$ cat config.mk
export PLATFORM = sky130hd
export DESIGN_NAME = multidim_line_address_generator
export DESIGN_NICKNAME = d
export VERILOG_FILES = /design/src/mlag_pkg.sv /design/src/multidim_line_address_generator.sv
export VERILOG_INCLUDE_DIRS = /design/src /design/src/src
export SDC_FILE = /design/constraint.sdc
export NUM_CORES = 2
export LEC_CHECK = 0
export BUFFER_PORTS_ARGS = -buffer_cell sky130_fd_sc_hd__buf_2
export CAP_MARGIN = 25
export CORE_MARGIN = 1.5
export CORE_UTILIZATION = 55
export DETAILED_ROUTE_END_ITERATION = 10
export PLACE_DENSITY = 0.72
export SYNTH_ARGS = -nofsm -noshare
export SYNTH_HDL_FRONTEND = slang
export SYNTH_SLANG_ARGS = --single-unit
$ cat constraint.sdc
create_clock -name clk -period 11.4 [get_ports clk]
set_clock_uncertainty 0.15 [all_clocks]
set_input_delay 1.71 -clock clk [delete_from_list [all_inputs] [get_ports clk]]
set_output_delay 1.71 -clock clk [all_outputs]
set_load 0.02 [all_outputs]
$ cat src/multidim_line_address_generator_defines.svh
// assertion macros for the multidimensional line address generator
`ifndef MULTIDIM_LINE_ADDRESS_GENERATOR_DEFINES_SVH
`define MULTIDIM_LINE_ADDRESS_GENERATOR_DEFINES_SVH

// antecedent implies consequent in the same cycle
`define MLAG_ASSERT_SAME(label, clk, rst, ante, cons) \
  label: assert property (@(posedge clk) disable iff (rst) (ante) |-> (cons)) \
    else $error("mlag assertion failed");

// antecedent implies consequent in the next cycle
`define MLAG_ASSERT_NEXT(label, clk, rst, ante, cons) \
  label: assert property (@(posedge clk) disable iff (rst) (ante) |=> (cons)) \
    else $error("mlag assertion failed");

`endif

$ cat src/mlag_pkg.sv
// package for the multidimensional line address generator: constants and state type
`default_nettype none

package mlag_pkg;

  localparam int MAX_DIMS    = 4;
  localparam int OFS_W       = 32;
  localparam int SIZE_W      = 16;
  localparam int AX_W        = $clog2(MAX_DIMS);
  localparam int AXC_W       = AX_W + 1;

  localparam logic [2:0] REG_DIM_COUNT      = 3'd0;
  localparam logic [2:0] REG_SKIP_AXIS      = 3'd1;
  localparam logic [2:0] REG_ELEMENT_STRIDE = 3'd2;
  localparam logic [2:0] REG_START_OFFSET   = 3'd3;
  localparam logic [2:0] REG_DIM_SIZE_0     = 3'd4;
  localparam logic [2:0] REG_DIM_SIZE_1     = 3'd5;
  localparam logic [2:0] REG_DIM_SIZE_2     = 3'd6;
  localparam logic [2:0] REG_DIM_SIZE_3     = 3'd7;

  typedef enum logic [2:0] {
    ST_IDLE,
    ST_STRIDE,
    ST_PROD,
    ST_LOAD,
    ST_ADV,
    ST_WRAP_MUL,
    ST_WRAP_SUB
  } state_t;

endpackage

`default_nettype wire

$ cat src/multidim_line_address_generator.sv
// top level of the multidimensional line address generator
//
// input channel s_*: one transfer is one request; s_tdata[0] = restart.
// a restart recomputes the per-axis strides, clears the digit counters and
// loads start_offset before the request is answered.
// output channel m_*: one transfer per request; tdata holds base_offset,
// line_stride and line_length, tlast marks the final line of the walk and
// tuser flags an exhausted walk (tdata and tlast are zero then).
// configuration channel cfg_*: register index and data, always ready; write
// only while no request is in flight.
// one shared 32x16 multiplier under a small sequencer does all the work:
// a restart forms the stride and running product of each used axis in turn
// (ST_STRIDE, ST_PROD) and zeroes unused strides; an answer loads the result
// (ST_LOAD) and, unless the walk is exhausted, steps the digit counters from
// axis 0 up (ST_ADV) to the first that does not wrap, or one past the top.
// one request is worked on at a time: s_tready is low while a request runs
// and while its result waits in the output register, so a stalled receiver
// holds the block.
// reset (rst, synchronous) restores the register defaults and leaves the walk
// exhausted until the next restart.
`default_nettype none
`include "multidim_line_address_generator_defines.svh"

module multidim_line_address_generator
  import mlag_pkg::*;
(
  input  wire logic        clk,
  input  wire logic        rst,
  // configuration write channel
  input  wire logic        cfg_valid,
  output logic             cfg_ready,
  input  wire logic [2:0]  cfg_index,
  input  wire logic [31:0] cfg_data,
  // request channel
  input  wire logic        s_tvalid,
  output logic             s_tready,
  input  wire logic [7:0]  s_tdata,   // restart
  // result channel
  output logic             m_tvalid,
  input  wire logic        m_tready,
  output logic [79:0]      m_tdata,   // base_offset, line_stride, line_length
  output logic             m_tlast,   // last_line
  output logic             m_tuser    // exhausted
);

  // configuration registers
  logic [2:0]        dim_count;
  logic [AX_W-1:0]   skip_axis;
  logic [SIZE_W-1:0] element_stride;
  logic [OFS_W-1:0]  start_offset;
  logic [SIZE_W-1:0] dim_size [MAX_DIMS];

  // walk state
  state_t            state, state_next;
  logic [SIZE_W-1:0] digit_cnt [MAX_DIMS];
  logic [OFS_W-1:0]  axis_stride [MAX_DIMS];
  logic [OFS_W-1:0]  cur_offset;
  logic              walk_done;
  logic [OFS_W-1:0]  prod;
  logic [OFS_W-1:0]  mul_q;
  logic [AXC_W-1:0]  ax;

  // result register
  logic [OFS_W-1:0]  res_base;
  logic [OFS_W-1:0]  res_stride;
  logic [SIZE_W-1:0] res_len;
  logic              res_last;
  logic              res_exh;

  // combinational
  logic              in_xfer;
  logic [AXC_W-1:0]  n_used;
  logic [SIZE_W-1:0] sz_ax;
  logic [SIZE_W-1:0] sz_skip;
  logic [SIZE_W:0]   cnt_inc;
  logic              ax_in_use;
  logic              ax_skip;
  logic              ax_wrap;
  logic              finish;
  logic              skip_valid;
  logic [OFS_W-1:0]  mul_a;
  logic [SIZE_W-1:0] mul_b;
  logic [OFS_W+SIZE_W-1:0] mul_p;

  assign cfg_ready = 1'b1;
  assign in_xfer   = s_tvalid && s_tready;

  always_comb begin
    n_used     = (dim_count > 3'(MAX_DIMS)) ? AXC_W'(MAX_DIMS) : AXC_W'(dim_count);
    sz_ax      = (dim_size[ax[AX_W-1:0]] == '0) ? SIZE_W'(1) : dim_size[ax[AX_W-1:0]];
    sz_skip    = (dim_size[skip_axis] == '0) ? SIZE_W'(1) : dim_size[skip_axis];
    cnt_inc    = {1'b0, digit_cnt[ax[AX_W-1:0]]} + (SIZE_W+1)'(1);
    ax_in_use  = ax < n_used;
    ax_skip    = ax[AX_W-1:0] == skip_axis;
    ax_wrap    = cnt_inc >= {1'b0, sz_ax};
    skip_valid = {1'b0, skip_axis} < n_used;
  end

  // shared multiplier operand selection
  always_comb begin
    case (state)
      ST_STRIDE: begin
        mul_a = prod;
        mul_b = element_stride;
      end
      ST_PROD: begin
        mul_a = prod;
        mul_b = sz_ax;
      end
      ST_WRAP_MUL: begin
        mul_a = axis_stride[ax[AX_W-1:0]];
        mul_b = sz_ax - SIZE_W'(1);
      end
      default: begin
        mul_a = prod;
        mul_b = sz_ax;
      end
    endcase
    mul_p = mul_a * mul_b;
  end

  // next state
  always_comb begin
    state_next = state;
    case (state)
      ST_IDLE: begin
        if (in_xfer) begin
          state_next = s_tdata[0] ? ST_STRIDE : ST_LOAD;
        end
      end
      ST_STRIDE: begin
        if (ax_in_use) begin
          state_next = ST_PROD;
        end else if (ax == AXC_W'(MAX_DIMS - 1)) begin
          state_next = ST_LOAD;
        end
      end
      ST_PROD: begin
        state_next = (ax == AXC_W'(MAX_DIMS - 1)) ? ST_LOAD : ST_STRIDE;
      end
      ST_LOAD: begin
        state_next = walk_done ? ST_IDLE : ST_ADV;
      end
      ST_ADV: begin
        if (!ax_in_use) begin
          state_next = ST_IDLE;
        end else if (ax_skip) begin
          state_next = ST_ADV;
        end else if (ax_wrap) begin
          state_next = ST_WRAP_MUL;
        end else begin
          state_next = ST_IDLE;
        end
      end
      ST_WRAP_MUL: state_next = ST_WRAP_SUB;
      ST_WRAP_SUB: state_next = ST_ADV;
      default:     state_next = ST_IDLE;
    endcase
  end

  // control outputs
  always_comb begin
    s_tready = (state == ST_IDLE) && !m_tvalid;
    case (state)
      ST_LOAD: finish = walk_done;
      ST_ADV:  finish = !ax_in_use || (!ax_skip && !ax_wrap);
      default: finish = 1'b0;
    endcase
  end

  // configuration registers
  always_ff @(posedge clk) begin
    if (rst) begin
      dim_count      <= 3'd1;
      skip_axis      <= '0;
      element_stride <= SIZE_W'(1);
      start_offset   <= '0;
      for (int i = 0; i < MAX_DIMS; i++) begin
        dim_size[i] <= SIZE_W'(1);
      end
    end else if (cfg_valid && cfg_ready) begin
      case (cfg_index)
        REG_DIM_COUNT:      dim_count      <= cfg_data[2:0];
        REG_SKIP_AXIS:      skip_axis      <= cfg_data[AX_W-1:0];
        REG_ELEMENT_STRIDE: element_stride <= cfg_data[SIZE_W-1:0];
        REG_START_OFFSET:   start_offset   <= cfg_data[OFS_W-1:0];
        REG_DIM_SIZE_0:     dim_size[0]    <= cfg_data[SIZE_W-1:0];
        REG_DIM_SIZE_1:     dim_size[1]    <= cfg_data[SIZE_W-1:0];
        REG_DIM_SIZE_2:     dim_size[2]    <= cfg_data[SIZE_W-1:0];
        REG_DIM_SIZE_3:     dim_size[3]    <= cfg_data[SIZE_W-1:0];
        default: ;
      endcase
    end
  end

  // sequencer and walk state
  always_ff @(posedge clk) begin
    if (rst) begin
      state      <= ST_IDLE;
      walk_done  <= 1'b1;
      cur_offset <= '0;
      ax         <= '0;
      m_tvalid   <= 1'b0;
      for (int i = 0; i < MAX_DIMS; i++) begin
        digit_cnt[i]   <= '0;
        axis_stride[i] <= '0;
      end
    end else begin
      state <= state_next;
      if (finish) begin
        m_tvalid <= 1'b1;
      end else if (m_tready) begin
        m_tvalid <= 1'b0;
      end
      case (state)
        ST_IDLE: begin
          if (in_xfer && s_tdata[0]) begin
            for (int i = 0; i < MAX_DIMS; i++) begin
              digit_cnt[i] <= '0;
            end
            cur_offset <= start_offset;
            walk_done  <= 1'b0;
            ax         <= '0;
          end
        end
        ST_STRIDE: begin
          if (ax_in_use) begin
            axis_stride[ax[AX_W-1:0]] <= mul_p[OFS_W-1:0];
          end else begin
            axis_stride[ax[AX_W-1:0]] <= '0;
            ax <= ax + AXC_W'(1);
          end
        end
        ST_PROD: begin
          ax <= ax + AXC_W'(1);
        end
        ST_LOAD: begin
          ax <= '0;
        end
        ST_ADV: begin
          if (!ax_in_use) begin
            walk_done <= 1'b1;
          end else if (ax_skip) begin
            ax <= ax + AXC_W'(1);
          end else if (ax_wrap) begin
            digit_cnt[ax[AX_W-1:0]] <= '0;
          end else begin
            digit_cnt[ax[AX_W-1:0]] <= cnt_inc[SIZE_W-1:0];
            cur_offset <= cur_offset + axis_stride[ax[AX_W-1:0]];
          end
        end
        ST_WRAP_SUB: begin
          cur_offset <= cur_offset - mul_q;
          ax <= ax + AXC_W'(1);
        end
        default: ;
      endcase
    end
  end

  // datapath registers without reset
  always_ff @(posedge clk) begin
    case (state)
      ST_IDLE: begin
        prod <= OFS_W'(1);
      end
      ST_PROD: begin
        prod <= mul_p[OFS_W-1:0];
      end
      ST_LOAD: begin
        if (walk_done) begin
          res_base   <= '0;
          res_stride <= '0;
          res_len    <= '0;
          res_last   <= 1'b0;
          res_exh    <= 1'b1;
        end else begin
          res_base <= cur_offset;
          res_exh  <= 1'b0;
          if (skip_valid) begin
            res_stride <= axis_stride[skip_axis];
            res_len    <= sz_skip;
          end else begin
            res_stride <= OFS_W'(element_stride);
            res_len    <= SIZE_W'(1);
          end
        end
      end
      ST_ADV: begin
        res_last <= !ax_in_use;
      end
      ST_WRAP_MUL: begin
        mul_q <= mul_p[OFS_W-1:0];
      end
      default: ;
    endcase
  end

  assign m_tdata = {res_len, res_stride, res_base};
  assign m_tlast = res_last;
  assign m_tuser = res_exh;

  `MLAG_ASSERT_SAME(a_ready_only_when_empty, clk, rst, s_tready, !m_tvalid && state == ST_IDLE)
  `MLAG_ASSERT_SAME(a_exhausted_zero, clk, rst, m_tvalid && m_tuser, m_tdata == '0 && !m_tlast)
  `MLAG_ASSERT_NEXT(a_one_result, clk, rst, m_tvalid && m_tready, !m_tvalid)
  `MLAG_ASSERT_NEXT(a_restart_seq, clk, rst, in_xfer && s_tdata[0], state == ST_STRIDE)

endmodule

`default_nettype wire
==> results.cfg <==
[die]
start_util_pct = 55.9
ios = 133
die_y_um = 262
rows = 94
fp.dieW_um = 262
die-area_um2 = 68700
fp.coreArea_um2 = 66100

[sta]
min_period_ns = 10.93
hold_viol = 0
tightest_slew_ns = 1.16
max_freq_mhz = 91.5
timing.slew.headroom_pct = 21.8
finalSetupViolations = 0
rsz0062_at_grt = no
drv_slew = 0
tns_ns = 0
fin_crit_sh_pct = 95.9

[cts]
cts_hold_buf = 0
clk_pin_slew_ns = 0.06
cts_buffers = 48
clkSinkCount = 499
cts_tree = done
clock_latency_ns = 0.62
cts_setup_buffers = 0
cts_htree_levels = 2
clk_path_buf_depth = 3
cts-root-buf = clkbuf_16

[detailed_routing]
via_count = 27189
antenna_left = 0
wl_um = 101000
wl_per_cell_um = 22.0
drt_iter0_drc = 3020
first_pass_iters = 8
avgViaCountPerCell = 5.91
drc = 0

[yosys]
ys_seq_elements = 499
yosysTopAreaCell = edfxtp_1
synth.area.top_cells = edfxtp_1 33%, fa_1 17%, mux4_2 6.7%
ys.flop_type = edfxtp_1
synthesis.nets = 4080
synth_async_sr_flop_share_pct = 0
synth_area_um2 = 36900
synth_edf_count = 402
synth_seq_area_share_pct = 38.0
synth.avg_cell_area_um2 = 10.2
synth_top_area_share_pct = 32.7
synth_warnings = 0
syn-instance-count = 3605
ys_types = 91

[grt]
grt_max_degree = 68
antenna_found_initial = 4
met1_usage_pct = 40.3
grtUsageTotal_pct = 30.3
grt-ovfl-total = 0
grt_use_met2_pct = 49.3
grt_busiest_layer = met2
grt_use_met3_pct = 6.57
grt_pass1_wl_um = 156000
grt_pass1_vias = 26930

[worst_hold_path]
min_from = start_offset[14]
hold_path_class = reg2reg

[critical_path]
crit_fanout = 18
arrival_ns = 11.11
max_stage_delay_ns = 0.81
crit_type = reg2reg
crit_family = compound AO/OA/AOI/OAI gates
critPathSlowestCell = mux4_1
cp-start-kind = flop
worstSetupEndpointType = flop
required_ns = 11.58
critPathBufInv = 5

[finish]
instances_no_fill = 4600
finalNetCount = 4171
drive_gt1_share_pct = 12.4
syn2layout_area_growth_pct = 9.21

[placement]
gp_congestion = 0.933
port_buffers = 124
place_hpwl_um = 74200
dp.cells = 4501

[run]
cap_viol_max_count = 0

[status]
outcome = completed
layer usage:
layer	share of wire [%]	vias to the layer above
met5	0.013	-
met4	3.5	2
met3	10	217
met2	47	1339
met1	39	13479
li1	-	12152
path summary, 6_finish.rpt:
kind | endpoint | slack [ns] | cells after the start
setup / recovery | prod[31] | 0.47 | 30
hold / removal | start_offset[14] | 0.31 | 2
setup reg to reg | prod[31] | 0.47 | 30
hold reg to reg | start_offset[14] | 0.31 | 2
sequential cells by signal (all words and copies together), names as in the netlist, 2 cells and up, named ones only:
| register | flops |
|---|---|
| dim_size | 64 |
| skip_axis | 2 |
| start_offset | 32 |
| dim_count | 3 |
| res_len | 16 |
| axis_stride | 128 |
| state | 3 |
| cur_offset | 32 |
| digit_cnt | 64 |
| ax | 3 |
| mul_q | 32 |
| element_stride | 16 |
| prod | 32 |
| res_stride | 32 |
| res_base | 32 |
worst register-to-register path, delay by kind of cell, from the launching register on:
| kind | cells | cell delay, ns |
|---|---|---|
| flops | 1 | 0.59 |
| fa+ha+maj | 8 | 3.06 |
| compound gates | 10 | 3.41 |
| simple gates | 6 | 2.00 |
| buf+inv | 5 | 0.65 |
| mux | 1 | 0.82 |
logic make-up (layout without fill, tap and decap cells):
logic type               after synthesis  after routing  share of synthesized area, %
XOR/XNOR                             106            106                          2.70
other                                  1              2                        0.0102
AND/OR/NAND/NOR                     1385           1385                          17.0
adder cells (fa/ha/maj)              428            428                          20.7
buffers and inverters                639            769                          6.84
AO/OA/AOI/OAI                        399            399                          7.03
multiplexers                         148            148                          7.80
flip-flops                           499            499                          38.0
synthesized netlist by cell type (68+ instances only):
master    number
nand2_1      633
inv_1        468
edfxtp_1     402
nor2_1       345
fa_1         305
a21oi_1      143
clkbuf_1     131
ha_1         122
and2_1       118
mux4_2       110
dfxtp_1       97
o21ai_0       84
nor2b_1       68
cell usage in the layout, fill, tap and decap left out, drive strengths merged, types with 9 or more instances in the layout:
| cell type | synthesis | routed |
|---|---|---|
| nand4 | 12 | 12 |
| xnor2 | 59 | 59 |
| xor2 | 43 | 43 |
| clkbuf | 132 | 73 |
| edfxtp | 402 | 402 |
| o21ai | 88 | 88 |
| o21a | 12 | 12 |
| o31ai | 12 | 12 |
| mux2i | 33 | 33 |
| buf | 37 | 204 |
| inv | 468 | 469 |
| a31oi | 12 | 12 |
| nor4 | 15 | 15 |
| nand2b | 41 | 41 |
| or3 | 20 | 20 |
| and2 | 118 | 118 |
| nand3 | 20 | 20 |
| mux4 | 111 | 111 |
| and3 | 26 | 26 |
| clkinv | 2 | 14 |
| a311oi | 9 | 9 |
| a21oi | 145 | 145 |
| a21o | 29 | 29 |
| nor3 | 52 | 52 |
| a211oi | 14 | 14 |
| fa | 305 | 305 |
| ha | 122 | 122 |
| dfxtp | 97 | 97 |
| nand2 | 633 | 633 |
| nor2b | 68 | 68 |
| nor2 | 345 | 345 |
stage by stage:
| stage | hold slack [ns] | cell area (µm²) | setup slack, ns | util, % |
|---|---|---|---|---|
| after floorplan | 0.256 | 36900 | 1.91 | - |
| after global placement | 0.295 | 38600 | 0.577 | 58.3 |
| after detailed placement | 0.297 | 38600 | 0.491 | 58.4 |
| after CTS | 0.305 | 40200 | 0.461 | 60.9 |
| after global routing | 0.324 | 40300 | 0.0129 | 61.0 |
| final | 0.308 | 40300 | 0.473 | 61.0 |
repair_timing:
item	4_1_cts	5_1_grt
gates resized for setup	0	1
setup endpoints to repair	0	3
hold endpoints to repair	0	0
final cells by class:
cell class | instances | area (µm²)
antenna | 1 | 2.50
clock buffer | 67 | 1370
clock inverter | 22 | 292
fill | 5449 | 25800
inverter | 470 | 1760
multi-input combinational | 2467 | 20500
sequential | 499 | 14000
tap | 864 | 1080
timing repair buffer | 210 | 1300
Power is not shown: default switching activity piles up to over one toggle a cycle in this logic, so the estimate is an artifact.
